File: src/sv/lut3d_tetrahedral_interp_macros.svh
// Assertion macros for the 3D LUT interpolator.
// Included by the top level; no other dependencies.
`ifndef LUT3D_TETRAHEDRAL_INTERP_MACROS_SVH
`define LUT3D_TETRAHEDRAL_INTERP_MACROS_SVH
`ifndef SYNTHESIS
`define L3D_ASSERT_SAME(lbl, clk, rst, ante, cons, msg) \
   lbl: assert property (@(posedge clk) disable iff (rst) (ante) |-> (cons)) else $error(msg);
`define L3D_ASSERT_NEXT(lbl, clk, rst, ante, cons, msg) \
   lbl: assert property (@(posedge clk) disable iff (rst) (ante) |=> (cons)) else $error(msg);
`else
`define L3D_ASSERT_SAME(lbl, clk, rst, ante, cons, msg)
`define L3D_ASSERT_NEXT(lbl, clk, rst, ante, cons, msg)
`endif
`endif

File: src/sv/l3d_pkg.sv
// Shared types and constants of the 3D LUT interpolator.
// No dependencies.
`default_nettype none
package l3d_pkg;
   localparam int VAL_W    = 20;
   localparam int CFG_W    = 6;
   localparam int SAT_MAX  = 524287;
   localparam int SAT_MIN  = -524288;
   localparam logic [CFG_W-1:0] GRID_RESET = 6'd33;

   typedef logic signed [VAL_W-1:0] val_type;

   typedef enum logic {
      ACT_LOAD  = 1'b0,
      ACT_PIXEL = 1'b1
   } action_type;

   // One table write request.
   typedef struct packed {
      logic    en;
      val_type red;
      val_type green;
      val_type blue;
   } wr_type;
endpackage
`default_nettype wire

File: src/sv/l3d_blend.sv
// Weighted sum of four corner values for one channel, rounded and saturated.
// Two register stages; uses l3d_pkg.
`default_nettype none
module l3d_blend #(
   parameter int FRAC_BITS = 16
) (
   input  logic                   clock,
   input  logic                   en,
   input  l3d_pkg::val_type       corner [4],
   input  logic [FRAC_BITS:0]     weight [4],
   output l3d_pkg::val_type       result_ff
);
   localparam int WW   = FRAC_BITS + 1;
   localparam int PW   = WW + 1 + l3d_pkg::VAL_W;
   localparam int SUMW = PW + 2;
   localparam int QW   = SUMW - FRAC_BITS;
   localparam logic signed [SUMW-1:0] HALF = SUMW'(1) << (FRAC_BITS - 1);
   localparam logic signed [QW-1:0]   QMAX = QW'(l3d_pkg::SAT_MAX);
   localparam logic signed [QW-1:0]   QMIN = QW'(l3d_pkg::SAT_MIN);

   logic signed [PW-1:0]   prod_ff [4];
   logic signed [SUMW-1:0] sum;
   logic signed [SUMW-1:0] rnd;
   logic signed [QW-1:0]   q;
   l3d_pkg::val_type       result_in;

   // Stage one: the four products.
   always_ff @(posedge clock) begin
      if (en) begin
         for (int k = 0; k < 4; k++) begin
            prod_ff[k] <= $signed({1'b0, weight[k]}) * corner[k];
         end
      end
   end

   // Stage two: sum, round half up, saturate.
   always_comb begin
      sum = SUMW'(prod_ff[0]) + SUMW'(prod_ff[1]) + SUMW'(prod_ff[2]) + SUMW'(prod_ff[3]);
      rnd = sum + HALF;
      q   = QW'(rnd >>> FRAC_BITS);
      if (q > QMAX) begin
         result_in = l3d_pkg::VAL_W'(l3d_pkg::SAT_MAX);
      end else if (q < QMIN) begin
         result_in = l3d_pkg::VAL_W'(l3d_pkg::SAT_MIN);
      end else begin
         result_in = q[l3d_pkg::VAL_W-1:0];
      end
   end

   always_ff @(posedge clock) begin
      if (en) begin
         result_ff <= result_in;
      end
   end
endmodule
`default_nettype wire
File: config.mk
export PLATFORM = sky130hd
export DESIGN_NAME = l3d_blend
export DESIGN_NICKNAME = d
export VERILOG_FILES = /design/src/sv/lut3d_tetrahedral_interp_macros.svh /design/src/sv/l3d_pkg.sv /design/src/sv/l3d_blend.sv
export SDC_FILE = /design/constraint.sdc
export NUM_CORES = 2
export LEC_CHECK = 0
export BUFFER_PORTS_ARGS = -buffer_cell sky130_fd_sc_hd__clkbuf_2
export CAP_MARGIN = 20
export CORE_MARGIN = 1.5
export CORE_UTILIZATION = 60
export DETAILED_ROUTE_END_ITERATION = 10
export PLACE_DENSITY = 0.77
export SYNTH_ARGS = -nofsm -noshare
export SYNTH_HDL_FRONTEND = slang
export SYNTH_SLANG_ARGS = --single-unit
File: constraint.sdc
create_clock -name clock -period 12.93 [get_ports clock]
set_input_delay 3.2325 -clock clock [delete_from_list [all_inputs] [get_ports clock]]
set_output_delay 3.2325 -clock clock [all_outputs]
set_load 0.005 [all_outputs]
==> results.sh <==
export IMPL_status="finished clean"
export IMPL_synth_cells=6259
export IMPL_arrival_ns=9.89
export IMPL_routed_wl_mm=137
export IMPL_n_antenna_cell=0
export IMPL_insertion_delay_ns=0.45
export IMPL_die_w_um=317
export IMPL_worst_slew_pin_slew_ns=1.01
export IMPL_period_minus_slack_ns=9.69
export IMPL_fp_row_count=115
export IMPL_wl_met3_mm=9.01
export IMPL_root_buffer="clkbuf_16"
export IMPL_clk_pin_slew_ns=0.08
export IMPL_first_pass_iters=6
export IMPL_syn_nets=8298
export IMPL_vias=40900
export IMPL_via_per_inst=5.44
export IMPL_route_met2_wl_mm=70.2
export IMPL_grtUsageTotal_pct=29.2
export IMPL_globalplace_congestion=0.940
export IMPL_skew_ns=0.0105
export IMPL_cts_tree="built"
export IMPL_grt_pass1_wl_mm=230
export IMPL_hold_class="flop to flop"
export IMPL_synth_area_mm2=0.0592
export IMPL_met1_length_mm=54.1
export IMPL_yosys_area_share_simple_pct=13.5
export IMPL_cts_made_buffers=17
export IMPL_synth_cell_type_count=78
export IMPL_initial_core_util_pct=60.4
export IMPL_synth_adder_area_share_pct=58.1
export IMPL_synthFlopType="edfxtp_1"
export IMPL_worstHoldPathCells=6
export IMPL_synth_edf_count=172
export IMPL_coreArea_mm2=0.0981
export IMPL_port_buffers=169
export IMPL_ys_ff_latch=172
export IMPL_area_growth_pct=3.81
export IMPL_fillers=8136
export IMPL_final_layout_size_suffix_gt1_share_pct=3.80
export IMPL_dp_hpwl_mm=114
export IMPL_seq_area_frac_synth_pct=8.72
export IMPL_fin_crit_sh_pct=74.9
export IMPL_regToRegSetupSlack_ns=7.79
export IMPL_highest_signal_layer="met5"
export IMPL_route_antenna_remaining_nets=0
export IMPL_grt_setup_unrepaired="no"
export IMPL_hold_buffers=0
export IMPL_post_cts_setup_buffers=0
export IMPL_endpoint_kind="flop"
export IMPL_slew_violations=0
export IMPL_crit_type="input pin to flop"
export IMPL_final_hold_viol_count=0
export IMPL_postCtsResizedCells=0
export IMPL_r2r_start="prod_ff[0][28]"
export IMPL_setup_viol=0
export IMPL_max_slew_margin_rel_pct=32.4
export IMPL_synthXorXnorAreaFrac_pct=2.42
export IMPL_synth_compound_area_share_pct=4.64
export IMPL_overflow=0
export IMPL_cts_sinks=172
export IMPL_pin_count=170
export IMPL_fin_tns_setup_ns=0
export IMPL_wl_per_cell_um=18.2
export IMPL_grt_max_degree=79
export IMPL_r2r_cells=17
export IMPL_die_h_um=317
export IMPL_timing_rr_end="result_ff[10]"
export IMPL_synth_avg_cell_area_um2=9.47
export IMPL_synthMuxAreaShare_pct=0.0676
export IMPL_fmax_mhz=103
export IMPL_synthArstFlopShare_pct=0
export IMPL_maxCapViolCount=0
export IMPL_antenna_found_initial=3
export IMPL_dieArea_mm2=0.101
export IMPL_clockBufferDepth=2
export IMPL_fin_nets=8262
export IMPL_crit_required_ns=13.13
export IMPL_hold_path_end="result_ff[2]"
export IMPL_cts_htree_levels=4
export IMPL_yosys_warnings=0
export IMPL_drcViolationCount=0
export IMPL_critical_path_max_fanout=20
export IMPL_crit_path_start_kind="input pin"
export IMPL_drt_iter0_markers=2646
export IMPL_grt_pass1_vias=45200
export IMPL_min_from="prod_ff[1][17]"
export IMPL_synth_top_family_by_area="adder cells"
## layer usage
metal / vias up / track usage, %
li1: 18100 / -
met1: 21100 / 38.6
met2: 1355 / 50.4
met3: 293 / 4.34
met4: 6 / 7.96
met5: - / 0
## cells in the final DEF, fill, tap and decap left out, types with 41 or more instances in the layout
master / synthesis / layout
ha_1: 449 / 449
xnor2_1: 123 / 123
nor2_1: 78 / 78
a21o_1: 84 / 84
xor2_1: 41 / 41
and2_1: 579 / 579
edfxtp_1: 172 / 172
fa_1: 1440 / 1440
a21oi_1: 117 / 117
inv_1: 1741 / 1741
nand2_1: 850 / 850
clkbuf_2: 0 / 168
o21ai_0: 58 / 58
## cell usage after synthesis, types with 6 or more instances
cell type / number / area, um2
a21o_2: 9 / 78.8
and3_1: 14 / 87.6
o21a_1: 19 / 143
o21bai_1: 29 / 218
nand4_1: 15 / 93.8
nor2b_1: 18 / 113
or2_2: 7 / 43.8
fa_1: 1440 / 28800
nor3_1: 19 / 95.1
nand2_1: 850 / 3190
nand2b_1: 19 / 119
a21oi_1: 117 / 586
xor2_1: 41 / 359
clkbuf_1: 217 / 815
a21o_1: 84 / 631
xnor2_1: 123 / 1080
nand3_1: 35 / 175
a31oi_1: 10 / 62.6
inv_1: 1741 / 6540
edfxtp_1: 172 / 5160
ha_1: 449 / 5620
a211oi_1: 9 / 67.6
and2_1: 579 / 3620
o21ai_0: 58 / 290
nor2_1: 78 / 293
o211ai_1: 6 / 45.0
## final cells by class
cell class | count | area, um2 | area share [%]
Tap cell | 1287 | 1610 | 2.62
Sequential cell | 172 | 5160 | 8.40
Multi-Input combinational cell | 4120 | 46700 | 75.9
Clock buffer | 17 | 425 | 0.692
Timing Repair Buffer | 171 | 867 | 1.41
Inverter | 1741 | 6540 | 10.6
Clock inverter | 15 | 223 | 0.362
## state kept, by name, summed over array words and instances, names as in the netlist
register and cells:
prod_ff 152, result_ff 20
## worst max-delay path, stage by stage
cell and delay (ns):
clkbuf_2 0.44, nand2_1 0.16, fa_1 0.55, inv_1 0.05
fa_1 0.49, inv_1 0.06, fa_1 0.54, inv_1 0.06
fa_1 0.46, fa_1 0.51, inv_1 0.05, fa_1 0.47
inv_1 0.06, ha_1 0.36, nand2_1 0.13, nor3_1 0.24
o311a_1 0.21, nor2_1 0.09, o31ai_1 0.67, a21oi_1 0.19
o31ai_1 0.47, a211o_1 0.19, a21oi_1 0.07, xnor2_1 0.13
## logic make-up after synthesis
kind of cell,after synthesis
XOR/XNOR,164
multiplexers,4
buffers and inverters,1967
flip-flops,172
AO/OA/AOI/OAI,409
adder cells (fa/ha/maj),1889
AND/OR/NAND/NOR,1654
## how the worst max path moves through the flow
stage / slack [ns] / end / startpoint / depth (start not counted)
2_1_floorplan: 3.74 / prod_ff[2][36] / corner[27] / 24
3_3_place_gp: 2.99 / prod_ff[3][33] / weight[4] / 22
3_5_place_dp: 2.84 / prod_ff[2][37] / weight[26] / 24
4_1_cts: 3.32 / prod_ff[2][37] / weight[26] / 24
5_1_grt: 2.84 / prod_ff[2][37] / weight[26] / 24
6_report: 3.24 / prod_ff[2][37] / weight[26] / 24
## metrics by stage
stage / cell area [um2] / worst slack [ns] / instances / util (%) / hold slack [ns]
CTS: 61500 / 3.32 / 7523 / 62.7 / 1.28
detailed placement: 60900 / 2.84 / 7491 / 62.0 / 1.24
floorplan: 59200 / 3.74 / 6259 / - / 1.02
global route: 61500 / 2.84 / 7523 / 62.7 / 1.35
finish: 61500 / 3.24 / 7523 / 62.7 / 1.28
global placement: 60900 / 2.99 / 7491 / 62.0 / 1.25
Power is left out: the tool's default activity adds up to more than one toggle a clock period on the data nets, which glitch-free logic cannot reach.
