[config.mk]
export PLATFORM = sky130hd
export DESIGN_NAME = l3d_coord
export DESIGN_NICKNAME = d
export VERILOG_FILES = /design/src/sv/lut3d_tetrahedral_interp_macros.svh /design/src/sv/l3d_pkg.sv /design/src/sv/l3d_coord.sv
export SDC_FILE = /design/constraint.sdc
export NUM_CORES = 1
export LEC_CHECK = 0
export ABC_AREA = 0
export BUFFER_PORTS_ARGS = -buffer_cell sky130_fd_sc_hd__buf_2
export CORE_MARGIN = 1.5
export CORE_UTILIZATION = 61
export DETAILED_ROUTE_END_ITERATION = 8
export GPL_TIMING_DRIVEN = 0
export MAX_ROUTING_LAYER = met4
export PLACE_DENSITY = 0.93
export SLEW_MARGIN = 10
export SYNTH_ARGS = -nofsm -noshare
export SYNTH_HDL_FRONTEND = slang
export SYNTH_SLANG_ARGS = --single-unit
[constraint.sdc]
create_clock -name vclk -period 8.95
set_input_delay 0.895 -clock vclk [all_inputs]
set_output_delay 0.895 -clock vclk [all_outputs]
set_load 0.02 [all_outputs]
[src/sv/lut3d_tetrahedral_interp_macros.svh]
// Assertion macros for the 3D LUT interpolator.
// Included by the top level; no other dependencies.
`ifndef LUT3D_TETRAHEDRAL_INTERP_MACROS_SVH
`define LUT3D_TETRAHEDRAL_INTERP_MACROS_SVH
`ifndef SYNTHESIS
`define L3D_ASSERT_SAME(lbl, clk, rst, ante, cons, msg) \
   lbl: assert property (@(posedge clk) disable iff (rst) (ante) |-> (cons)) else $error(msg);
`define L3D_ASSERT_NEXT(lbl, clk, rst, ante, cons, msg) \
   lbl: assert property (@(posedge clk) disable iff (rst) (ante) |=> (cons)) else $error(msg);
`else
`define L3D_ASSERT_SAME(lbl, clk, rst, ante, cons, msg)
`define L3D_ASSERT_NEXT(lbl, clk, rst, ante, cons, msg)
`endif
`endif

[src/sv/l3d_pkg.sv]
// Shared types and constants of the 3D LUT interpolator.
// No dependencies.
`default_nettype none
package l3d_pkg;
   localparam int VAL_W    = 20;
   localparam int CFG_W    = 6;
   localparam int SAT_MAX  = 524287;
   localparam int SAT_MIN  = -524288;
   localparam logic [CFG_W-1:0] GRID_RESET = 6'd33;

   typedef logic signed [VAL_W-1:0] val_type;

   typedef enum logic {
      ACT_LOAD  = 1'b0,
      ACT_PIXEL = 1'b1
   } action_type;

   // One table write request.
   typedef struct packed {
      logic    en;
      val_type red;
      val_type green;
      val_type blue;
   } wr_type;
endpackage
`default_nettype wire

[src/sv/l3d_coord.sv]
// Clamps one color channel, scales it by the grid top index and splits it.
// Uses l3d_pkg.
`default_nettype none
module l3d_coord #(
   parameter int FRAC_BITS = 16,
   parameter int IW        = 6,
   parameter int SW        = 6
) (
   input  l3d_pkg::val_type       value,
   input  logic [SW-1:0]          top,
   output logic [IW-1:0]          lo,
   output logic [IW-1:0]          hi,
   output logic [FRAC_BITS-1:0]   frac
);
   localparam int XW = FRAC_BITS + 1;
   localparam int CW = (FRAC_BITS + 2 > l3d_pkg::VAL_W + 1) ? FRAC_BITS + 2
                                                           : l3d_pkg::VAL_W + 1;
   localparam logic signed [CW-1:0] ONE = CW'(1) << FRAC_BITS;

   logic signed [CW-1:0] ext;
   logic [XW-1:0]        x;
   logic [XW+SW-1:0]     scaled;

   // Clamp to [0, 1.0], then scale to grid coordinates.
   always_comb begin
      ext = CW'(value);
      if (ext < 0) begin
         x = '0;
      end else if (ext > ONE) begin
         x = ONE[XW-1:0];
      end else begin
         x = ext[XW-1:0];
      end
      scaled = (XW+SW)'(x) * (XW+SW)'(top);
      lo     = scaled[FRAC_BITS +: IW];
      frac   = scaled[FRAC_BITS-1:0];
      if (SW'(lo) == top) begin
         hi = IW'(top);
      end else begin
         hi = lo + IW'(1);
      end
   end
endmodule
`default_nettype wire

==> results of run 1 <==
-- final cells by class --
class | instances | area (um^2)
fill | 447 | 1650
inverter | 91 | 342
multi-input combinational | 318 | 3110
timing repair buffer | 52 | 260
buffer | 21 | 93.8
tap | 72 | 90.1
-- cells by family (layout without fill, tap and decap cells) --
logic type	count (synthesis)	after routing	share of synthesized area [%]
and+or+nand+nor	148	148	25.2
buffers and inverters	112	164	12.1
adders and majority gates	90	90	44.6
AOI/OAI and AO/OA	51	51	9.84
xor gates and xnor gates	24	24	6.34
muxes	5	5	1.84
-- worst paths after layout --
path	start	endpoint	cells after the start
setup / recovery	value[14]	hi[1]	25
hold / removal	value[0]	frac[0]	3
-- what timing repair did --
item | 4_1_cts | 5_1_grt
endpoints found under the setup margin | 0 | 6
hold endpoints to repair | 0 | 0
resized for setup | 0 | 11
setup buffers | 0 | 0
hold buffers | 0 | 0
-- worst max-delay path: stages --
cell	delay, ns
buf_2	0.15
or4_1	0.52
nor4_1	0.23
nor2_1	0.08
nor3_2	0.30
clkbuf_2	0.29
clkbuf_2	0.26
and3_1	0.21
fa_1	0.46
fa_1	0.56
inv_1	0.06
fa_1	0.52
inv_1	0.04
ha_1	0.27
clkbuf_1	0.22
a21oi_1	0.17
o21ai_0	0.16
or4_4	0.52
o31a_1	0.30
or4_4	0.44
and4_1	0.21
o2111a_2	0.28
nand2_4	0.11
mux2_4	0.30
buf_2	0.16
-- Yosys cell counts (all sizes together), types with 2 or more instances --
master and instances:
and3 89, mux2 3, nor4 5, inv 91
and4 3, buf 2, a31oi 4, and2 2
nand3 11, or4 3, nor2 10, nor3 11
nand2 7, o21bai 2, nand4 4, xnor2 18
o211ai 4, o21a 2, o21ai 4, a21oi 17
clkbuf 19, a21o 5, ha 30, o31a 2
fa 60, a21boi 2, xor2 5, mux2i 2
a211oi 2
-- layer usage --
| metal | up-vias | track usage, % | wire length [um] |
|---|---|---|---|
| met4 | 0 | 5.96 | 178 |
| met2 | 184 | 56.4 | 4550 |
| met5 | - | - | 0 |
| met1 | 1648 | 40.4 | 3650 |
| met3 | 20 | 3.33 | 752 |
| li1 | 1542 | - | - |
-- power groups by stage --
| stage | clock network, mW | registers [mW] | logic, mW |
|---|---|---|---|
| after CTS | 0 | 0 | 0.112 |
| after global placement | 0 | 0 | 0.108 |
| after detailed placement | 0 | 0 | 0.111 |
| final | 0 | 0 | 0.114 |
| after floorplan | 0 | 0 | 0.0744 |
| after global routing | 0 | 0 | 0.124 |
-- metrics by stage --
stage / total power, mW / setup slack, ns
global route: 0.124 / 0.101
global placement: 0.108 / 0.123
floorplan: 0.0744 / 0.672
detailed placement: 0.111 / 0.0141
finish: 0.114 / 0.333
CTS: 0.112 / 0.00566
-- cells in the final DEF (no fill, tap or decap), types with 11 or more instances in the layout --
| cell type | count |
|---|---|
| and3_1 | 88 |
| clkbuf_1 | 14 |
| nand3_1 | 11 |
| fa_1 | 60 |
| ha_1 | 30 |
| a21oi_1 | 17 |
| inv_1 | 91 |
| buf_2 | 53 |
| xnor2_1 | 18 |
==> results.sh, run 1 <==
export IMPL_ios=54
export IMPL_syn_avg_cell_area_um2=8.22
export IMPL_ff_latch_area_um2=0
export IMPL_power_density_nw_per_um2=29.1
export IMPL_dpl_cell_area_um2=3880
export IMPL_synthTopCellsByArea="fa_1, and3_1, ha_1, inv_1, xnor2_1"
export IMPL_antennaDiodeCount=0
export IMPL_drc=0
export IMPL_hpwl_mm=7.61
export IMPL_crit_arrival_ns=7.72
export IMPL_final_clkbuf_count=0
export IMPL_outcome="completed"
export IMPL_wire_per_inst_um=16.5
export IMPL_maxCapViolCount=0
export IMPL_layout_nets=600
export IMPL_drtAntennaViolNets=0
export IMPL_yosysTopAreaCell="fa_1"
export IMPL_p_switching_uw=71.4
export IMPL_synth_warnings=0
export IMPL_fin_area_um2=3890
export IMPL_dieArea_um2=6260
export IMPL_hold_class="in2out"
export IMPL_power_share_clock_pct=0
export IMPL_peakVddDrop_v=0.0000375
export IMPL_hold_viol=0
export IMPL_fp_row_count=27
export IMPL_power_frac_comb_pct=100.0
export IMPL_grt_first_pass_wirelength_mm=15.7
export IMPL_rsz0062_at_grt="no"
export IMPL_die_h_um=79.1
export IMPL_gp_congestion=0.926
export IMPL_start_util_pct=63.8
export IMPL_cp_end_kind="output port"
export IMPL_gr_total_overflow=0
export IMPL_critPathKind="in2out"
export IMPL_syn_inst=430
export IMPL_drt_total_wl_mm=9.14
export IMPL_leakage_nw=2.42
export IMPL_setup_viol=0
export IMPL_grt_util_all_layers_pct=32.0
export IMPL_antenna_found_initial=0
export IMPL_seq_cells=0
export IMPL_synth_top_area_share_pct=34.0
export IMPL_fmax_mhz=116
export IMPL_drt_initial_drc_count=327
export IMPL_timing_setup_tns_ns=0
export IMPL_pwr_share_seq_pct=0
export IMPL_fp_dieW_um=79.1
export IMPL_intPower_uw=42.1
export IMPL_path_max_fanout=10
export IMPL_slew_viol_final=0
export IMPL_postLayoutCoreUtil_pct=70.3
export IMPL_ys_types=46
export IMPL_fin_crit_ns=8.62
export IMPL_netSwitchingFraction_pct=62.9
export IMPL_syn_nets=546
export IMPL_layout_drive_gt1_share_pct=14.9
export IMPL_worst_pin_slew_ns=0.801
export IMPL_grt_pass1_vias=3487
export IMPL_relSlewSlack_pct=46.2
export IMPL_vias_per_cell=6.13
export IMPL_coreArea_um2=5540
export IMPL_drtPass1Iterations=5
export IMPL_seq_area_frac_synth_pct=0
export IMPL_holdWs_ns=2.25
export IMPL_fin_crit_sh_pct=96.3
export IMPL_vias=3394
export IMPL_post_place_cells=554
export IMPL_stdcell_count=554
export IMPL_synthToLayoutAreaGrowth_pct=10.2
export IMPL_startpoint_type="primary input"
export IMPL_io_buffers=52
export IMPL_required_ns=8.06
export IMPL_syn_area_um2=3530
export IMPL_grt_max_degree=11
No activity file was read; power rests on OpenSTA's default activity.
==> run 2: changes to the inputs <==
CORE_MARGIN = 2   (was 1.5)
RECOVER_POWER = 50   (was default)
==> run 2 against run 1 <==
Against the previous run:
- cell area about the same
- final cell count unchanged
- sequential share of layout area unchanged
- sequential cell count unchanged
- total power decreased by 0.16%
- count of clock-buffer cells in the layout unchanged
- worst setup slack got worse by 0.081 ns
- via count decreased by 0.85%
- global-route usage decreased by 0.53 points
- fmax decreased by 0.93%
- utilization about the same
==> results.sh, run 2 (synthesis results as in run 1) <==
export IMPL_path_delay_family="simple AND/OR/NAND/NOR gates"
export IMPL_min_to="frac[0]"
export IMPL_maxCapViolCount=0
export IMPL_dpl_cell_area_um2=3880
export IMPL_leakage_nw=2.41
export IMPL_relSlewSlack_pct=52.9
export IMPL_coreArea_um2=5540
export IMPL_peakVddDrop_v=0.0000361
export IMPL_cp_common_cell="fa_1"
export IMPL_fin_crit_ns=8.70
export IMPL_power_density_nw_per_um2=29.1
export IMPL_gr_max_usage_layer="met2"
export IMPL_grt_max_degree=11
export IMPL_grt_util_all_layers_pct=31.5
export IMPL_final_clkbuf_count=0
export IMPL_start_util_pct=63.8
export IMPL_vias=3365
export IMPL_fin_area_um2=3890
export IMPL_seq_cells=0
export IMPL_timing_setup_tns_ns=0
export IMPL_grt_util_met2_pct=56.5
export IMPL_critPathKind="in2out"
export IMPL_wire_per_inst_um=16.8
export IMPL_path_max_fanout=10
export IMPL_layout_drive_gt1_share_pct=14.5
export IMPL_drc=0
export IMPL_hpwl_mm=7.71
export IMPL_slowest_delay_ns=0.56
export IMPL_hold_viol=0
export IMPL_ff_latch_area_um2=0
export IMPL_cts_setup_buffers=0
export IMPL_gr_total_overflow=0
export IMPL_final_common_cell="inv_1"
export IMPL_cp_end_kind="output port"
export IMPL_worst_pin_slew_ns=0.702
export IMPL_fmax_mhz=115
export IMPL_grt_pass1_vias=3530
export IMPL_dieArea_um2=6420
export IMPL_layout_common_cells="inv_1, and3_1, fa_1"
export IMPL_io_buffers=52
export IMPL_vias_per_cell=6.07
export IMPL_gr_usage_met3_pct=1.80
export IMPL_crit_arrival_ns=7.80
export IMPL_drt_total_wl_mm=9.29
export IMPL_hold_depth=3
export IMPL_rsz0062_at_grt="no"
export IMPL_critical_path_buf_inv_count=6
export IMPL_drtAntennaViolNets=0
export IMPL_drt_initial_drc_count=264
export IMPL_met1_usage_pct=38.9
export IMPL_synthToLayoutAreaGrowth_pct=10.2
export IMPL_fin_crit_sh_pct=97.2
export IMPL_outcome="completed"
export IMPL_drtPass1Iterations=4
export IMPL_die_h_um=80.1
export IMPL_cpMaxStageDelayCell="fa_1"
export IMPL_fp_row_count=27
export IMPL_gp_congestion=0.923
export IMPL_fp_dieW_um=80.1
export IMPL_setup_viol=0
export IMPL_antennaDiodeCount=0
export IMPL_required_ns=8.06
export IMPL_path_cells="buf_2, or4_1, nor4_1, nor2_1, nor3_2, clkbuf_2, clkbuf_1, and3_1, fa_1, fa_1, inv_1, fa_1, inv_1, ha_1, and4_4, and4_4, or4_4, o31a_1, or4_4, and4_1, o2111a_2, nand2_4, mux2_4, buf_2"
export IMPL_startpoint_type="primary input"
export IMPL_slew_viol_final=0
export IMPL_ios=54
export IMPL_min_from="value[0]"
export IMPL_layout_nets=600
export IMPL_antenna_found_initial=0
export IMPL_hold_class="in2out"
export IMPL_grt_first_pass_wirelength_mm=15.7
-- run 2: cell counts in the layout (fill, tap and decap cells not counted) --
Identical to the previous run, type by type.
-- run 2: worst max-delay path by stage --
stage              start  endpoint  slack [ns]  cells past startpoint
2_1_floorplan  value[11]     hi[0]        0.67                     23
3_3_place_gp   value[11]     hi[2]         0.1                     25
3_5_place_dp   value[14]     hi[2]        0.03                     25
4_1_cts        value[14]     hi[2]        0.01                     25
5_1_grt        value[11]     hi[1]       0.003                     25
6_report       value[14]     hi[2]        0.25                     24
-- run 2: area by class of cell --
cell class,instances,area [um^2]
multi-input combinational,318,3110
fill,460,1650
inverter,91,342
timing repair buffer,52,260
buffer,21,91.3
tap,72,90.1
-- run 2: where the power goes --
part	leakage [nW]	internal (mW)	total [mW]	switching [mW]
clock network	0	0	0	0
logic	2.41	0.0420	0.113	0.0714
registers	0	0	0	0
-- run 2: timing repair --
action,CTS,global route
hold buffers,0,0
endpoints found under the setup margin,0,6
gates resized for setup,0,7
-- run 2: layer usage --
| layer | up-vias | wire [um] |
|---|---|---|
| li1 | 1551 | - |
| met1 | 1641 | 3890 |
| met2 | 157 | 4660 |
| met3 | 16 | 600 |
| met4 | 0 | 129 |
| met5 | - | 0 |
-- run 2: tightest hold or removal path, cell delays in order --
cell and delay, ns:
buf_2 0.14, and3_1 0.17, buf_2 0.15
-- run 2: per-stage QoR --
| stage | setup slack (ns) | hold WS, ns | std cells | utilization [%] | power, mW |
|---|---|---|---|---|---|
| 2_1_floorplan | 0.672 | 1.95 | 430 | - | 0.0744 |
| 3_3_place_gp | 0.0957 | 2.24 | 554 | 70.1 | 0.108 |
| 3_5_place_dp | 0.0309 | 2.24 | 554 | 70.1 | 0.111 |
| 4_1_cts | 0.0123 | 2.24 | 554 | 70.1 | 0.112 |
| 5_1_grt | 0.00289 | 2.26 | 554 | 70.3 | 0.125 |
| 6_report | 0.252 | 2.25 | 554 | 70.3 | 0.113 |
==> run 3: changes to the inputs <==
CORE_UTILIZATION = 45   (was 61)
PLACE_DENSITY = 0.74   (was 0.93)
==> run 3 against run 2 <==
Against the previous run:
- global-route usage decreased by 9.3 points
- final cell count grew 5.4%
- worst setup slack improved by 0.056 ns
- critical path depth up 1
- fmax rose by 0.65%
- first-iteration DRC count fell by 31%
- largest cell class unchanged
- combinational power barely moved
- via count fell by 4.2%
- die area is 34% higher
==> results.sh, run 3 (synthesis results as in run 1) <==
export IMPL_outcome="completed"
export IMPL_layout_nets=600
export IMPL_drt_total_wl_mm=9.02
export IMPL_rsz0062_at_grt="no"
export IMPL_drtAntennaViolNets=0
export IMPL_antenna_found_initial=0
export IMPL_ff_latch_area_um2=0
export IMPL_synthToLayoutAreaGrowth_pct=10.8
export IMPL_worst_pin_slew_ns=0.836
export IMPL_leakage_nw=2.37
export IMPL_hold_viol=0
export IMPL_fin_crit_ns=8.64
export IMPL_ctsHoldBuffers=0
export IMPL_io_buffers=52
export IMPL_layout_drive_gt1_share_pct=12.2
export IMPL_fmax_mhz=116
export IMPL_drc=0
export IMPL_drt_initial_drc_count=181
export IMPL_final_common_cell="inv_1"
export IMPL_layout_common_cells="inv_1, and3_1, fa_1"
export IMPL_required_ns=8.06
export IMPL_dieArea_um2=8580
export IMPL_wire_per_inst_um=15.4
export IMPL_grt_first_pass_wirelength_mm=15.2
export IMPL_grt_pass1_vias=3266
export IMPL_gp_congestion=0.862
export IMPL_fp_row_count=32
export IMPL_final_clkbuf_count=0
export IMPL_timing_setup_tns_ns=0
export IMPL_grt_util_all_layers_pct=22.2
export IMPL_stdcell_count=584
export IMPL_peakVddDrop_v=0.0000339
export IMPL_cp_end_kind="output port"
export IMPL_holdWs_ns=2.24
export IMPL_coreArea_um2=7650
export IMPL_antennaDiodeCount=0
export IMPL_vias=3224
export IMPL_setup_viol=0
export IMPL_maxCapViolCount=0
export IMPL_path_max_fanout=10
export IMPL_cts_setup_buffers=0
export IMPL_seq_cells=0
export IMPL_multi_input_area_um2=3110
export IMPL_post_place_cells=584
export IMPL_relSlewSlack_pct=43.9
export IMPL_die_h_um=92.6
export IMPL_start_util_pct=46.2
export IMPL_slew_viol_final=0
export IMPL_ios=54
export IMPL_crit_arrival_ns=7.75
export IMPL_fin_crit_sh_pct=96.6
export IMPL_fill_cells=741
export IMPL_vias_per_cell=5.52
export IMPL_fp_dieW_um=92.6
export IMPL_critPathKind="in2out"
export IMPL_gr_total_overflow=0
export IMPL_hold_class="in2out"
export IMPL_grt_max_degree=11
export IMPL_startpoint_type="primary input"
export IMPL_drtPass1Iterations=4
export IMPL_power_density_nw_per_um2=28.5
export IMPL_hpwl_mm=7.61
==> run 3: changes by cell type in the layout (fill, tap and decap cells not counted) <==
cell / previous run / this run
clkbuf_1: 16 / 27
buf_2: 53 / 42
==> run 3: routing by layer <==
layer | part of all wire [%] | GRT usage [%] | vias up
met5 | 0 | - | -
met4 | 0.99 | 4.53 | 0
met3 | 4.6 | 1.06 | 8
met2 | 48 | 38.5 | 89
met1 | 46 | 29.3 | 1584
li1 | - | - | 1543
==> run 3: final timing paths <==
check	startpoint	end	cells after the start
hold / removal	value[0]	frac[0]	3
setup / recovery	value[11]	hi[1]	25
==> run 3: power by group <==
part           leakage (nW)  internal, mW  switching [mW]  total [mW]
clock                     0             0               0           0
combinational          2.37        0.0410          0.0707       0.112
sequential                0             0               0           0
total                  2.37        0.0410          0.0707       0.112
==> run 3: repair_timing <==
item	in CTS	in global routing
resized for setup	1	6
pin swaps	0	0
setup endpoints to repair	2	6
==> run 3: layout make-up <==
type,instances,share of cell area (%)
timing repair buffer,52,6.29
buffer,21,2.33
inverter,91,8.72
tap,102,3.26
multi-input combinational,318,79.4
==> run 3: worst max-delay path, cell delays in order <==
cell	delay (ns)
buf_2	0.14
or4_1	0.53
nor4_1	0.24
nor2_1	0.08
nor3_2	0.26
clkbuf_2	0.28
clkbuf_1	0.32
and3_1	0.22
fa_1	0.44
fa_1	0.56
inv_1	0.06
fa_1	0.52
inv_1	0.04
ha_1	0.29
buf_6	0.14
and4_4	0.20
and4_4	0.19
or4_4	0.52
o31a_1	0.30
or4_4	0.44
and4_1	0.22
o2111a_2	0.28
nand2_4	0.11
mux2_4	0.31
buf_2	0.16
==> run 3: through the flow <==
stage | area, um^2 | worst slack (ns) | power [mW] | util, %
3_5_place_dp | 3920 | 0.00507 | 0.111 | 51.3
5_1_grt | 3920 | 0.0401 | 0.123 | 51.2
2_1_floorplan | 3530 | 0.672 | 0.0744 | -
3_3_place_gp | 3920 | 0.0580 | 0.109 | 51.3
6_report | 3920 | 0.308 | 0.112 | 51.2
4_1_cts | 3930 | 0.151 | 0.113 | 51.3
